--- config.mk ---
export PLATFORM = sky130hd
export DESIGN_NAME = negative_cycle_detector_top_flat
export DESIGN_NICKNAME = d
export VERILOG_FILES = /design/src/hdl/ncd_pkg.sv /design/src/hdl/ncd_if.sv /design/src/hdl/negative_cycle_detector_top.sv /design/src/hdl/ncd_wmem.sv /design/src/hdl/ncd_relax.sv /design/src/hdl/ncd_seq.sv /design/src/flat_wrapper.sv
export SDC_FILE = /design/constraint.sdc
export NUM_CORES = 2
export LEC_CHECK = 0
export BUFFER_PORTS_ARGS = -buffer_cell sky130_fd_sc_hd__buf_2
export CORE_MARGIN = 4
export CORE_UTILIZATION = 40
export DETAILED_ROUTE_END_ITERATION = 7
export PLACE_DENSITY_LB_ADDON = 0.08
export SLEW_MARGIN = 20
export SYNTH_ARGS = -nofsm -noshare
export SYNTH_HDL_FRONTEND = slang
export SYNTH_HIERARCHICAL = 1
export SYNTH_SLANG_ARGS = --single-unit
--- constraint.sdc ---
create_clock -name clk -period 9.9 [get_ports clk]
set_clock_uncertainty 0.2 [all_clocks]
set_input_delay 0.495 -clock clk [delete_from_list [all_inputs] [get_ports clk]]
set_output_delay 0.495 -clock clk [all_outputs]
set_load 0.1 [all_outputs]
--- src/hdl/ncd_pkg.sv ---
// ----------------------------------------------------------------------------
// ncd_pkg
// Shared types and constants for the negative cycle detector.
// ----------------------------------------------------------------------------
package ncd_pkg;

    localparam int MAX_NODES_DEF = 8;
    localparam int CFG_W         = 4;
    localparam int FIELD_NODE_W  = 3;
    localparam int WEIGHT_W      = 24;
    // 24-bit weights summed along at most a few hundred relaxations stay well inside 34 bits
    localparam int DIST_W        = 34;

    localparam logic [CFG_W-1:0] NODES_RESET = 4'd6;

    typedef enum logic
    {
        OP_LOAD = 1'b0,
        OP_RUN  = 1'b1
    } op_t;

    typedef enum logic [2:0]
    {
        ST_IDLE,
        ST_ROW,
        ST_EDGE,
        ST_WALK,
        ST_EMIT,
        ST_NONE
    } ncd_state_t;

    typedef struct packed
    {
        logic signed [DIST_W-1:0]   dist_from;
        logic                       fin_from;
        logic signed [DIST_W-1:0]   dist_to;
        logic                       fin_to;
        logic signed [WEIGHT_W-1:0] weight;
    } relax_req_t;

    typedef struct packed
    {
        logic                     relax;
        logic signed [DIST_W-1:0] cand;
    } relax_rsp_t;

endpackage

--- src/hdl/ncd_if.sv ---
// ----------------------------------------------------------------------------
// ncd_if
// Valid/ready channels for input items and results.
// ----------------------------------------------------------------------------
interface ncd_in_if
    import ncd_pkg::*;
();
    logic                       valid;
    logic                       ready;
    op_t                        opcode;
    logic [FIELD_NODE_W-1:0]    from_node;
    logic [FIELD_NODE_W-1:0]    to_node;
    logic signed [WEIGHT_W-1:0] edge_weight;

    modport source (output valid, opcode, from_node, to_node, edge_weight, input ready);
    modport sink   (input valid, opcode, from_node, to_node, edge_weight, output ready);
endinterface

interface ncd_out_if
    import ncd_pkg::*;
();
    logic                    valid;
    logic                    ready;
    logic                    found;
    logic [FIELD_NODE_W-1:0] cycle_node;
    logic                    last_node;

    modport source (output valid, found, cycle_node, last_node, input ready);
    modport sink   (input valid, found, cycle_node, last_node, output ready);
endinterface

--- src/hdl/negative_cycle_detector_top.sv ---
// ----------------------------------------------------------------------------
// negative_cycle_detector_top
// Bellman-Ford negative cycle search over a dense weight matrix.
// ----------------------------------------------------------------------------
//  channel   dir  handshake     payload
//  items     in   valid/ready   opcode, from_node, to_node, edge_weight
//  results   out  valid/ready   found, cycle_node, last_node
//  cfg       in   cfg_we        cfg_wdata (nodes_in_use)
//
//  A load writes one weight into the matrix. A run relaxes every edge in repeated passes, one
//  edge per cycle through the shared add/compare unit, with a step per row to fetch the source
//  distance; then come the check pass, the predecessor walk and one emission per result.
//  items.ready is low for the whole run; a stalled results channel holds emission in
//  the output register. Reset is asynchronous, active low; weights undefined until loaded.
// ----------------------------------------------------------------------------
module negative_cycle_detector_top
    import ncd_pkg::*;
#(
    parameter int MAX_NODES = MAX_NODES_DEF
)
(
    input  logic             clk,
    input  logic             rst_n,
    ncd_in_if.sink           items,
    ncd_out_if.source        results,
    input  logic             cfg_we,
    input  logic [CFG_W-1:0] cfg_wdata
);

    localparam int CNT_W  = $clog2(MAX_NODES + 1);
    localparam int ADDR_W = $clog2(MAX_NODES * MAX_NODES);

    logic [CFG_W-1:0] nodes_reg;
    logic [CNT_W-1:0] node_count;

    logic              idle, start, load_we;
    logic [ADDR_W-1:0] waddr, raddr;
    logic signed [WEIGHT_W-1:0] rdata;
    relax_req_t        relax_req;
    relax_rsp_t        relax_rsp;

    logic                    emit_free, emit_valid, emit_found, emit_last;
    logic [FIELD_NODE_W-1:0] emit_node;

    logic                    out_valid_reg, found_reg, last_reg;
    logic [FIELD_NODE_W-1:0] node_reg;

    always_ff @(posedge clk or negedge rst_n)
    begin
        if (!rst_n)
        begin
            nodes_reg <= NODES_RESET;
        end
        else if (cfg_we)
        begin
            nodes_reg <= cfg_wdata;
        end
    end

    // node count clamps to the range 2 .. MAX_NODES
    always_comb
    begin
        if (nodes_reg < CFG_W'(2))
        begin
            node_count = CNT_W'(2);
        end
        else if (32'(nodes_reg) > MAX_NODES)
        begin
            node_count = CNT_W'(MAX_NODES);
        end
        else
        begin
            node_count = CNT_W'(nodes_reg);
        end
    end

    assign items.ready = idle;
    assign start   = items.valid && idle && (items.opcode == OP_RUN);
    assign load_we = items.valid && idle && (items.opcode == OP_LOAD)
                     && (32'(items.from_node) < MAX_NODES)
                     && (32'(items.to_node) < MAX_NODES);
    assign waddr   = ADDR_W'(items.from_node) * ADDR_W'(MAX_NODES) + ADDR_W'(items.to_node);

    ncd_wmem #(.MAX_NODES(MAX_NODES)) u_wmem
    (
        .clk   (clk),
        .we    (load_we),
        .waddr (waddr),
        .wdata (items.edge_weight),
        .raddr (raddr),
        .rdata (rdata)
    );

    ncd_relax u_relax
    (
        .req (relax_req),
        .rsp (relax_rsp)
    );

    ncd_seq #(.MAX_NODES(MAX_NODES)) u_seq
    (
        .clk        (clk),
        .rst_n      (rst_n),
        .start      (start),
        .node_count (node_count),
        .idle       (idle),
        .mem_raddr  (raddr),
        .mem_rdata  (rdata),
        .relax_req  (relax_req),
        .relax_rsp  (relax_rsp),
        .emit_free  (emit_free),
        .emit_valid (emit_valid),
        .emit_found (emit_found),
        .emit_node  (emit_node),
        .emit_last  (emit_last)
    );

    assign emit_free = !out_valid_reg || results.ready;

    always_ff @(posedge clk or negedge rst_n)
    begin
        if (!rst_n)
        begin
            out_valid_reg <= 1'b0;
        end
        else if (emit_valid)
        begin
            out_valid_reg <= 1'b1;
        end
        else if (results.ready)
        begin
            out_valid_reg <= 1'b0;
        end
    end

    always_ff @(posedge clk)
    begin
        if (emit_valid)
        begin
            found_reg <= emit_found;
            node_reg  <= emit_node;
            last_reg  <= emit_last;
        end
    end

    assign results.valid      = out_valid_reg;
    assign results.found      = found_reg;
    assign results.cycle_node = node_reg;
    assign results.last_node  = last_reg;

    // a result is never produced while a new transaction could be taken
    a_emit_not_idle: assert property (@(posedge clk) disable iff (!rst_n)
        emit_valid |-> !items.ready)
        else $error("result emitted while accepting items");

    // the output register is never overwritten while it still holds a result
    a_emit_free: assert property (@(posedge clk) disable iff (!rst_n)
        emit_valid |-> emit_free)
        else $error("output register overwritten");

    // a run closes the input side on the next cycle
    a_run_busy: assert property (@(posedge clk) disable iff (!rst_n)
        start |=> !items.ready)
        else $error("ready after run start");

    // a not-found result is always a single, final result on node zero
    a_not_found: assert property (@(posedge clk) disable iff (!rst_n)
        (results.valid && !results.found) |-> (results.last_node && results.cycle_node == '0))
        else $error("malformed not-found result");

endmodule

--- src/hdl/ncd_wmem.sv ---
// ----------------------------------------------------------------------------
// ncd_wmem
// Edge weight matrix: one write port, one registered read port.
// ----------------------------------------------------------------------------
module ncd_wmem
    import ncd_pkg::*;
#(
    parameter int MAX_NODES = MAX_NODES_DEF
)
(
    input  logic                                         clk,
    input  logic                                         we,
    input  logic [$clog2(MAX_NODES*MAX_NODES)-1:0]       waddr,
    input  logic signed [WEIGHT_W-1:0]                   wdata,
    input  logic [$clog2(MAX_NODES*MAX_NODES)-1:0]       raddr,
    output logic signed [WEIGHT_W-1:0]                   rdata
);

    localparam int DEPTH = MAX_NODES * MAX_NODES;

    logic signed [WEIGHT_W-1:0] mem_reg [DEPTH];
    logic signed [WEIGHT_W-1:0] rdata_reg;

    always_ff @(posedge clk)
    begin
        if (we)
        begin
            mem_reg[waddr] <= wdata;
        end
        rdata_reg <= mem_reg[raddr];
    end

    assign rdata = rdata_reg;

endmodule

--- src/hdl/ncd_relax.sv ---
// ----------------------------------------------------------------------------
// ncd_relax
// Shared relaxation unit: candidate distance and relax decision for one edge.
// ----------------------------------------------------------------------------
module ncd_relax
    import ncd_pkg::*;
(
    input  relax_req_t req,
    output relax_rsp_t rsp
);

    logic signed [DIST_W-1:0] cand;

    assign cand      = req.dist_from + DIST_W'(req.weight);
    // an unreached source never relaxes; an unreached target takes the candidate whenever the source is reached
    assign rsp.cand  = cand;
    assign rsp.relax = req.fin_from && (!req.fin_to || (req.dist_to > cand));

endmodule

--- src/hdl/ncd_seq.sv ---
// ----------------------------------------------------------------------------
// ncd_seq
// Sequencer: relaxation passes, final check pass, predecessor walk, emission.
// ----------------------------------------------------------------------------
module ncd_seq
    import ncd_pkg::*;
#(
    parameter int MAX_NODES = MAX_NODES_DEF
)
(
    input  logic                                   clk,
    input  logic                                   rst_n,
    input  logic                                   start,
    input  logic [$clog2(MAX_NODES+1)-1:0]         node_count,
    output logic                                   idle,
    output logic [$clog2(MAX_NODES*MAX_NODES)-1:0] mem_raddr,
    input  logic signed [WEIGHT_W-1:0]             mem_rdata,
    output relax_req_t                             relax_req,
    input  relax_rsp_t                             relax_rsp,
    input  logic                                   emit_free,
    output logic                                   emit_valid,
    output logic                                   emit_found,
    output logic [FIELD_NODE_W-1:0]                emit_node,
    output logic                                   emit_last
);

    localparam int NODE_W    = $clog2(MAX_NODES);
    localparam int CNT_W     = $clog2(MAX_NODES + 1);
    localparam int ADDR_W    = $clog2(MAX_NODES * MAX_NODES);
    localparam int BUF_DEPTH = MAX_NODES + 1;
    localparam int BUF_W     = $clog2(BUF_DEPTH);
    localparam int LEN_W     = $clog2(BUF_DEPTH + 1);

    ncd_state_t state_reg, state_next;

    logic [CNT_W-1:0]         k_reg, k_next;
    logic [CNT_W-1:0]         i_reg, i_next;
    logic [CNT_W-1:0]         j_reg, j_next;
    logic                     check_reg, check_next;
    logic [MAX_NODES-1:0]     fin_reg, fin_next;
    logic [MAX_NODES-1:0]     predv_reg, predv_next;
    logic [MAX_NODES-1:0]     seen_reg, seen_next;
    logic [LEN_W-1:0]         len_reg, len_next;
    logic [BUF_W-1:0]         emit_reg, emit_next;
    logic [NODE_W-1:0]        cur_reg, cur_next;
    logic                     fi_reg, fi_next;
    logic signed [DIST_W-1:0] di_reg, di_next;

    logic signed [DIST_W-1:0] dist_reg [MAX_NODES];
    logic signed [DIST_W-1:0] dist_next [MAX_NODES];
    logic [NODE_W-1:0]        pred_reg [MAX_NODES];
    logic [NODE_W-1:0]        pred_next [MAX_NODES];
    logic [NODE_W-1:0]        buf_reg [BUF_DEPTH];
    logic [NODE_W-1:0]        buf_next [BUF_DEPTH];

    logic [NODE_W-1:0] i_idx, j_idx, p_node;
    logic [CNT_W-1:0]  i_inc, j_inc, k_plus2;
    logic              last_i, last_j, last_k, walk_stop;

    assign i_idx   = i_reg[NODE_W-1:0];
    assign j_idx   = j_reg[NODE_W-1:0];
    assign i_inc   = i_reg + CNT_W'(1);
    assign j_inc   = j_reg + CNT_W'(1);
    assign k_plus2 = k_reg + CNT_W'(2);
    assign last_i  = (i_inc == node_count);
    assign last_j  = (j_inc == node_count);
    assign last_k  = (k_plus2 == node_count);
    assign p_node  = pred_reg[cur_reg];
    assign walk_stop = (len_reg == LEN_W'(BUF_DEPTH)) || !predv_reg[cur_reg];

    assign relax_req.dist_from = di_reg;
    assign relax_req.fin_from  = fi_reg;
    assign relax_req.dist_to   = dist_reg[j_idx];
    assign relax_req.fin_to    = fin_reg[j_idx];
    assign relax_req.weight    = mem_rdata;

    assign idle = (state_reg == ST_IDLE);

    // prefetch: in ROW the first weight of the row, in EDGE the next one
    always_comb
    begin
        if (state_reg == ST_ROW)
        begin
            mem_raddr = ADDR_W'(i_reg) * ADDR_W'(MAX_NODES);
        end
        else
        begin
            mem_raddr = ADDR_W'(i_reg) * ADDR_W'(MAX_NODES) + ADDR_W'(j_inc);
        end
    end

    // next state
    always_comb
    begin
        state_next = state_reg;
        case (state_reg)
            ST_IDLE:
            begin
                if (start)
                begin
                    state_next = ST_ROW;
                end
            end
            ST_ROW:
            begin
                state_next = ST_EDGE;
            end
            ST_EDGE:
            begin
                if (check_reg && relax_rsp.relax)
                begin
                    state_next = (i_idx == j_idx) ? ST_EMIT : ST_WALK;
                end
                else if (last_j)
                begin
                    if (last_i && check_reg)
                    begin
                        state_next = ST_NONE;
                    end
                    else
                    begin
                        state_next = ST_ROW;
                    end
                end
            end
            ST_WALK:
            begin
                if (walk_stop || seen_reg[p_node])
                begin
                    state_next = ST_EMIT;
                end
            end
            ST_EMIT:
            begin
                if (emit_free && (emit_reg == '0))
                begin
                    state_next = ST_IDLE;
                end
            end
            ST_NONE:
            begin
                if (emit_free)
                begin
                    state_next = ST_IDLE;
                end
            end
            default:
            begin
                state_next = ST_IDLE;
            end
        endcase
    end

    // datapath and outputs
    always_comb
    begin
        k_next     = k_reg;
        i_next     = i_reg;
        j_next     = j_reg;
        check_next = check_reg;
        fin_next   = fin_reg;
        predv_next = predv_reg;
        seen_next  = seen_reg;
        len_next   = len_reg;
        emit_next  = emit_reg;
        cur_next   = cur_reg;
        fi_next    = fi_reg;
        di_next    = di_reg;
        dist_next  = dist_reg;
        pred_next  = pred_reg;
        buf_next   = buf_reg;
        emit_valid = 1'b0;
        emit_found = 1'b0;
        emit_node  = '0;
        emit_last  = 1'b0;
        case (state_reg)
            ST_IDLE:
            begin
                if (start)
                begin
                    for (int m = 0; m < MAX_NODES; m++)
                    begin
                        dist_next[m] = '0;
                    end
                    fin_next   = MAX_NODES'(1);
                    predv_next = '0;
                    k_next     = '0;
                    i_next     = '0;
                    j_next     = '0;
                    check_next = 1'b0;
                end
            end
            ST_ROW:
            begin
                di_next = dist_reg[i_idx];
                fi_next = fin_reg[i_idx];
                j_next  = '0;
            end
            ST_EDGE:
            begin
                if (check_reg && relax_rsp.relax)
                begin
                    buf_next[0] = j_idx;
                    buf_next[1] = i_idx;
                    len_next    = LEN_W'(2);
                    emit_next   = BUF_W'(1);
                    cur_next    = i_idx;
                    seen_next   = (MAX_NODES'(1) << i_idx) | (MAX_NODES'(1) << j_idx);
                end
                else
                begin
                    if (relax_rsp.relax)
                    begin
                        dist_next[j_idx] = relax_rsp.cand;
                        fin_next[j_idx]  = 1'b1;
                        pred_next[j_idx] = i_idx;
                        predv_next[j_idx] = 1'b1;
                        // self-loop updates the held source distance in place
                        if (j_idx == i_idx)
                        begin
                            di_next = relax_rsp.cand;
                        end
                    end
                    if (!last_j)
                    begin
                        j_next = j_inc;
                    end
                    else if (!last_i)
                    begin
                        i_next = i_inc;
                    end
                    else
                    begin
                        i_next = '0;
                        if (!check_reg)
                        begin
                            if (last_k)
                            begin
                                check_next = 1'b1;
                            end
                            else
                            begin
                                k_next = k_reg + CNT_W'(1);
                            end
                        end
                    end
                end
            end
            ST_WALK:
            begin
                if (walk_stop)
                begin
                    emit_next = BUF_W'(len_reg - LEN_W'(1));
                end
                else
                begin
                    buf_next[len_reg[BUF_W-1:0]] = p_node;
                    len_next  = len_reg + LEN_W'(1);
                    cur_next  = p_node;
                    seen_next = seen_reg | (MAX_NODES'(1) << p_node);
                    emit_next = BUF_W'(len_reg);
                end
            end
            ST_EMIT:
            begin
                if (emit_free)
                begin
                    emit_valid = 1'b1;
                    emit_found = 1'b1;
                    emit_node  = FIELD_NODE_W'(buf_reg[emit_reg]);
                    emit_last  = (emit_reg == '0);
                    if (emit_reg != '0)
                    begin
                        emit_next = emit_reg - BUF_W'(1);
                    end
                end
            end
            ST_NONE:
            begin
                if (emit_free)
                begin
                    emit_valid = 1'b1;
                    emit_last  = 1'b1;
                end
            end
            default:
            begin
            end
        endcase
    end

    always_ff @(posedge clk or negedge rst_n)
    begin
        if (!rst_n)
        begin
            state_reg <= ST_IDLE;
            k_reg     <= '0;
            i_reg     <= '0;
            j_reg     <= '0;
            check_reg <= 1'b0;
            fin_reg   <= MAX_NODES'(1);
            predv_reg <= '0;
            seen_reg  <= '0;
            len_reg   <= '0;
            emit_reg  <= '0;
        end
        else
        begin
            state_reg <= state_next;
            k_reg     <= k_next;
            i_reg     <= i_next;
            j_reg     <= j_next;
            check_reg <= check_next;
            fin_reg   <= fin_next;
            predv_reg <= predv_next;
            seen_reg  <= seen_next;
            len_reg   <= len_next;
            emit_reg  <= emit_next;
        end
    end

    always_ff @(posedge clk)
    begin
        cur_reg  <= cur_next;
        fi_reg   <= fi_next;
        di_reg   <= di_next;
        dist_reg <= dist_next;
        pred_reg <= pred_next;
        buf_reg  <= buf_next;
    end

endmodule
--- src/flat_wrapper.sv ---
// flat-port wrapper written by rule: the top's interface ports become plain ports
module negative_cycle_detector_top_flat import ncd_pkg::*;
#(
    parameter int MAX_NODES = MAX_NODES_DEF
)
  (clk, rst_n, cfg_we, cfg_wdata, items_valid, items_opcode, items_from_node, items_to_node, items_edge_weight, items_ready, results_valid, results_found, results_cycle_node, results_last_node, results_ready);
  ncd_in_if items_i ();
  ncd_out_if results_i ();
  input  logic clk;
  input  logic rst_n;
  input  logic cfg_we;
  input  logic [CFG_W-1:0] cfg_wdata;
  input wire logic [$bits(items_i.valid)-1:0] items_valid;
  input wire logic [$bits(items_i.opcode)-1:0] items_opcode;
  input wire logic [$bits(items_i.from_node)-1:0] items_from_node;
  input wire logic [$bits(items_i.to_node)-1:0] items_to_node;
  input wire logic [$bits(items_i.edge_weight)-1:0] items_edge_weight;
  output wire logic [$bits(items_i.ready)-1:0] items_ready;
  output wire logic [$bits(results_i.valid)-1:0] results_valid;
  output wire logic [$bits(results_i.found)-1:0] results_found;
  output wire logic [$bits(results_i.cycle_node)-1:0] results_cycle_node;
  output wire logic [$bits(results_i.last_node)-1:0] results_last_node;
  input wire logic [$bits(results_i.ready)-1:0] results_ready;
  assign items_i.valid = items_valid;
  assign items_i.opcode = items_opcode;
  assign items_i.from_node = items_from_node;
  assign items_i.to_node = items_to_node;
  assign items_i.edge_weight = items_edge_weight;
  assign items_ready = items_i.ready;
  assign results_valid = results_i.valid;
  assign results_found = results_i.found;
  assign results_cycle_node = results_i.cycle_node;
  assign results_last_node = results_i.last_node;
  assign results_i.ready = results_ready;
  negative_cycle_detector_top #(.MAX_NODES(MAX_NODES)) u_core (.clk(clk), .rst_n(rst_n), .items(items_i), .results(results_i), .cfg_we(cfg_we), .cfg_wdata(cfg_wdata));
endmodule
# [After elaboration in Yosys (flattened, before gate mapping)]
# Memory sizes are Yosys's and may differ from the RTL's. A register that Yosys moved wholly into a read port is not among the register bits.
# Index checks and enable logic that the tools add are counted.
[totals] register_bits=419 mem_bits_rw=1536 word_cells=256 memories=1
[op_classes] add_sub_neg=10 magnitude_cmp=15 n_eq_ne=28 shifts=3 n_mux=105 bitwise=12 n_reduce_logical=39
[memory_table] memory="u_core.u_wmem.mem_reg" depth=64 word_bits=24 rd=1 rd_ports_with_merged_regs=1 write_ports=1 line="ncd_wmem.sv:21" text="logic signed [WEIGHT_W-1:0] mem_reg [DEPTH];"
[ops] op="$mux W272" count=3
[ops] op="$pmux W272 S2" count=1
[ops] op="$bwmux W272" count=1
[ops] op="$mux W34" count=8
[ops] op="$bmux W34 S3" count=2
[ops] op="$demux W34 S3" count=1
[ops] op="$mux W4" count=19
[ops] op="$pmux W34 S2" count=1
[ops] op="$mux W8" count=8
[ops] op="$mux W3" count=16
[ops] op="$pmux W8 S2" count=3
[ops] op="$add A34 B24 Y34" count=1
[ops] op="$gt A34 B34 Y1" count=1
[ops] op="$ne A2 B2 Y1 const B" count=16
[ops] op="$or A8 B8 Y8" count=4
[ops] op="$bwmux W27" count=1
[ops] op="$mux W27" count=1
[ops] op="$bwmux W24" count=1
[ops] op="$pmux W4 S2" count=3
[ops] op="$pmux W4 S3" count=2
[ops] op="$shl A1 B3 Y8 const A" count=3
[ops] op="$reduce_and A4 Y1" count=5
[ops] op="$mux W1" count=18
[ops] op="$pmux W3 S6" count=1
[ops] op="other kinds (46)" count=92

# [Depth between registers and ports, before layout]
[depth] ltp_word=10 depth_mapped=27

# [By module]
# Netlist, hierarchy kept.
[modules_own_cells] module="ncd_wmem" instances=1 cells_per_inst=2611 area_each_um2=59330.7 seq_area_each_um2=46604.7
[modules_own_cells] module="ncd_seq" instances=1 cells_per_inst=2175 area_each_um2=22358.9 seq_area_each_um2=12042.8
[modules_own_cells] module="ncd_relax" instances=1 cells_per_inst=374 area_each_um2=2763.9 seq_area_each_um2=0.0
[modules_own_cells] module="negative_cycle_detector_top" instances=1 cells_per_inst=26 area_each_um2=376.6 seq_area_each_um2=277.8

# [Least setup slack after synthesis]
# No wires, ideal clock.
[synth_path] kind="reg-to-reg" start="register u_core.u_wmem.rdata_reg[7] (netlist: u_core/u_wmem/rdata[7]), read port of u_core.u_wmem.mem_reg" end="register u_core/u_seq/dist_reg[0] in the netlist's numbering (enable)" setup_ns=0.649 t_arrival_ns=10.118 setup_slack_ns=-1.067 stages_incl_launch_ff=22 path_buffers=1 cell_sequence="dfxtp_1 -> buf_4 -> ha_1 -> a21o_1 -> a21o_1 -> a2111oi_2 -> a211oi_1 -> nor3_2 -> o21bai_1 -> a21o_1 -> xnor2_1 -> ha_1 -> a21o_1 -> a21o_1 -> a21oi_1 -> o21ai_0 -> a21o_1 -> a221oi_1 -> xnor2_1 -> a221oi_1 -> nand3_1 -> nand2_1"
[synth_lines] item="start: declaration" line="ncd_wmem.sv:22" text="logic signed [WEIGHT_W-1:0] rdata_reg;"
[synth_lines] item="end signal: assignment" line="ncd_seq.sv:327" text="dist_reg <= dist_next;"
[synth_lines] item="end: declaration" line="ncd_seq.sv:49" text="logic signed [DIST_W-1:0] dist_reg [MAX_NODES];"

==> flow_summary.yaml <==
worst_setup_path:
  crit_buf_inv: 4
  cp-start-kind: "flip-flop"
  cp.arrival_ns: 7.44
  crit_type: "flip-flop to flip-flop"
  critPathMaxStageDelay_ns: 0.72
  setup.worst_path.end_class: "flip-flop"
  worstPathMaxFanout: 76
  crit_family: "compound AO/OA/AOI/OAI gates"
  worstPathRequired_ns: 10.20
  path_cells: "ha_1 -> inv_1 -> fa_1 -> nor2b_1 -> o2111ai_1 -> a31oi_1 -> a22oi_2 -> a221oi_2 -> a31oi_1 -> xnor2_1 -> inv_1 -> ha_1 -> a21o_1 -> a21oi_1 -> o21ai_0 -> a221oi_1 -> xnor2_1 -> a221oi_1 -> buf_4 -> nand3_1 -> nand2_8 -> buf_4"
  slowest_stage: "nand2_8"
drt:
  wl_um: 243000
  drc: 0
  vias: 47595
  firstDrtPassIters: 5
  wl_per_cell_um: 29.5
  postRouteAntennaNets: 0
  drt_iter0_markers: 4542
  via_per_inst: 5.77
die:
  dieHeight_um: 469
  initial_core_util: 0.404
  coreArea_um2: 210000
  dieArea_um2: 220000
  num_rows: 168
  die_x_um: 469
  ios: 47
place:
  dp.final_hpwl_um: 139000
  io_buffers: 46
  placed_cells: 7813
  gp_congestion: 0.823
power:
  p_sw_frac: 0.386
  p_per_area_nw_per_um2: 327
  p_leak_uw: 0.0310
  seq_power_share: 0.334
  intPower_uw: 19200
  p_clk_frac: 0.252
  pwr-share-comb: 0.414
  switchingPower_uw: 12100
  p_total_uw: 31300
  vdd_drop_max_mv: 0.208
clocking:
  cts_buffers: 213
  htree_levels: 4
  cts_setup_buffers: 0
  cts_sinks: 1979
  clkTransAtPathRegs_ns: 0.06
  clockBufferDepth: 3
  worstSkewPairLatency_ns: 0.87
  cts_hold_buf: 15
  cts_tree: "yes"
  cts_resized: 0
  cts-root-buf: "clkbuf_16"
yosys:
  async_reset_ff_frac: 0.0268
  synth_fp_nets: 5317
  synthCells: 5186
  yosysWarnings: 6
  synthFlopType: "edfxtp_1"
  synth_top_area_share: 0.673
  yosysUniqueCellTypes: 88
  synth-edff-count: 1902
  synthesis.area_um2: 84800
  synth_top_cells_by_area: "edfxtp_1 (67%), mux4_2 (12%), nand2_1 (3.2%)"
  synth-seq-cells: 1979
  synth_top_area_cell: "edfxtp_1"
  ys_seq_area_frac: 0.695
  syn_avg_cell_area_um2: 16.4
sta:
  tns_ns: 0
  slew_headroom: 0.207
  hold_violations: 0
  fin_hold_ws_ns: 0.103
  rsz0062_at_grt: "false"
  fmax_ghz: 0.140
  worst_pin_slew_ns: 1.19
  layout_min_cycle_time_ns: 7.13
  finalCritPeriodShare: 0.720
  final_max_slew_viol_count: 0
  setup_viol: 0
layout:
  fillers: 18371
  largest_reg_flops: 1536
  nets: 5369
  stdcell_count: 8242
  drive_above_1_share: 0.209
  area_growth_pct: 12.9
global_route:
  grt_pass1_vias: 48206
  grt_antenna_before_repair: 12
  grt_overflow_total: 0
  grt_max_degree: 175
  track_usage: 0.221
  grt_pass1_wl_um: 352000
min_path:
  min_path_type: "input pin to flip-flop"
run_status:
  status: "completed"
run:
  cap_violations: 0
==> cell usage after synthesis (all sizes together), types with 10 or more instances <==
library cell  number
ha                90
a21oi            315
buf              153
mux2i            126
dfxtp             24
nand2            725
clkbuf           230
nand3             52
nor3              22
a22oi            190
o2111ai           10
inv               64
and2              12
o211ai            11
a31oi             59
mux4             439
or3               10
a21o              42
or2               12
nor2             181
o21a              31
o22ai             52
nand4             51
a221oi            55
xor2              24
nand2b            12
mux2              45
o21ai             54
nor2b             18
dfrtp             50
and3              12
edfxtp          1902
xnor2             35
==> power groups by stage <==
stage | combinational [uW] | clock, uW | sequential (uW)
global placement | 13100 | 0 | 10600
detailed placement | 13100 | 0 | 10600
global route | 14000 | 8460 | 10500
finish | 13000 | 7890 | 10500
CTS | 13200 | 8100 | 10500
floorplan | 8960 | 0 | 10500
==> metal layers <==
metal  wire length (um)  part of all wire  vias up  GRT usage
met4               5830             0.024        4     0.0557
met2             123000              0.50     1416      0.378
li1                   -                 -    20614          -
met5                 21          0.000086        -          0
met3              12100             0.050      330     0.0327
met1             103000              0.42    25231      0.298
==> area by class of cell <==
class | instances | area, um2 | area share
clock inverter | 135 | 1360 | 0.0142
tap | 2805 | 3510 | 0.0366
antenna | 11 | 27.5 | 0.000287
multi-input combinational | 2758 | 24300 | 0.253
inverter | 66 | 248 | 0.00259
sequential | 1979 | 58900 | 0.615
clock buffer | 268 | 5610 | 0.0585
timing repair buffer | 220 | 1840 | 0.0192
==> worst paths after layout <==
check | depth (start not counted) | slack (ns) | start | to
max reg2reg | 22 | 2.77 | u_core/u_seq/di_reg[0] | u_core/u_seq/dist_reg[245]
min reg2reg | 1 | 0.29 | u_core/u_seq/predv_reg[0] | u_core/u_seq/predv_reg[0]
min in group asynchronous | 3 | 0.16 | rst_n | u_core/u_seq/predv_reg[0]
max | 22 | 2.77 | u_core/u_seq/di_reg[0] | u_core/u_seq/dist_reg[245]
max in group asynchronous | 3 | 8.75 | rst_n | u_core/u_seq/i_reg[1]
min | 2 | 0.10 | items_edge_weight[17] | u_core/u_wmem/mem_reg[54][17]
==> per-stage QoR <==
stage | instance area (um2) | util | setup WS [ns]
2_1_floorplan | 84800 | - | 1.54
3_3_place_gp | 88600 | 0.422 | 2.77
4_1_cts | 95800 | 0.456 | 2.69
3_5_place_dp | 88600 | 0.422 | 2.77
6_report | 95800 | 0.456 | 2.77
5_1_grt | 95800 | 0.456 | 2.35
==> kinds of logic (layout without fill, tap and decap cells) <==
kind of cell	Yosys count	after routing	synth area share
adders and majority gates	91	91	0.0135
buffers and inverters	449	689	0.0247
and+or+nand+nor	1134	1134	0.0568
DFF	1979	1979	0.695
AOI/OAI and AO/OA	862	862	0.0659
xor gates and xnor gates	61	61	0.00664
other	0	11	0
muxes	610	610	0.138
==> cells in the final DEF (no fill, tap or decap), types with 13 or more instances in the layout <==
master	Yosys	routed
nand2_1	724	720
nor2_4	0	30
a21oi_1	313	313
o22ai_1	52	52
dfxtp_1	24	24
nand4_1	51	51
dlygate4sd3_1	0	15
nand3_1	51	45
clkinv_2	0	40
mux2_2	44	43
nor2_2	1	40
buf_2	55	46
o21ai_0	45	45
mux2i_1	124	124
a21o_1	42	42
buf_12	0	21
o21a_1	31	31
nor2b_1	18	17
buf_4	54	138
nor3_1	20	13
clkinv_1	2	47
inv_1	60	59
nor2_1	180	111
a31oi_1	59	59
dfrtp_1	50	47
edfxtp_1	1902	1902
xnor2_1	35	34
mux4_2	438	438
a221oi_1	53	53
clkbuf_16	0	213
ha_1	90	90
clkbuf_1	228	48
xor2_1	24	24
bufinv_16	0	17
a22oi_1	189	189
No activity file was read; power rests on OpenSTA's default activity.
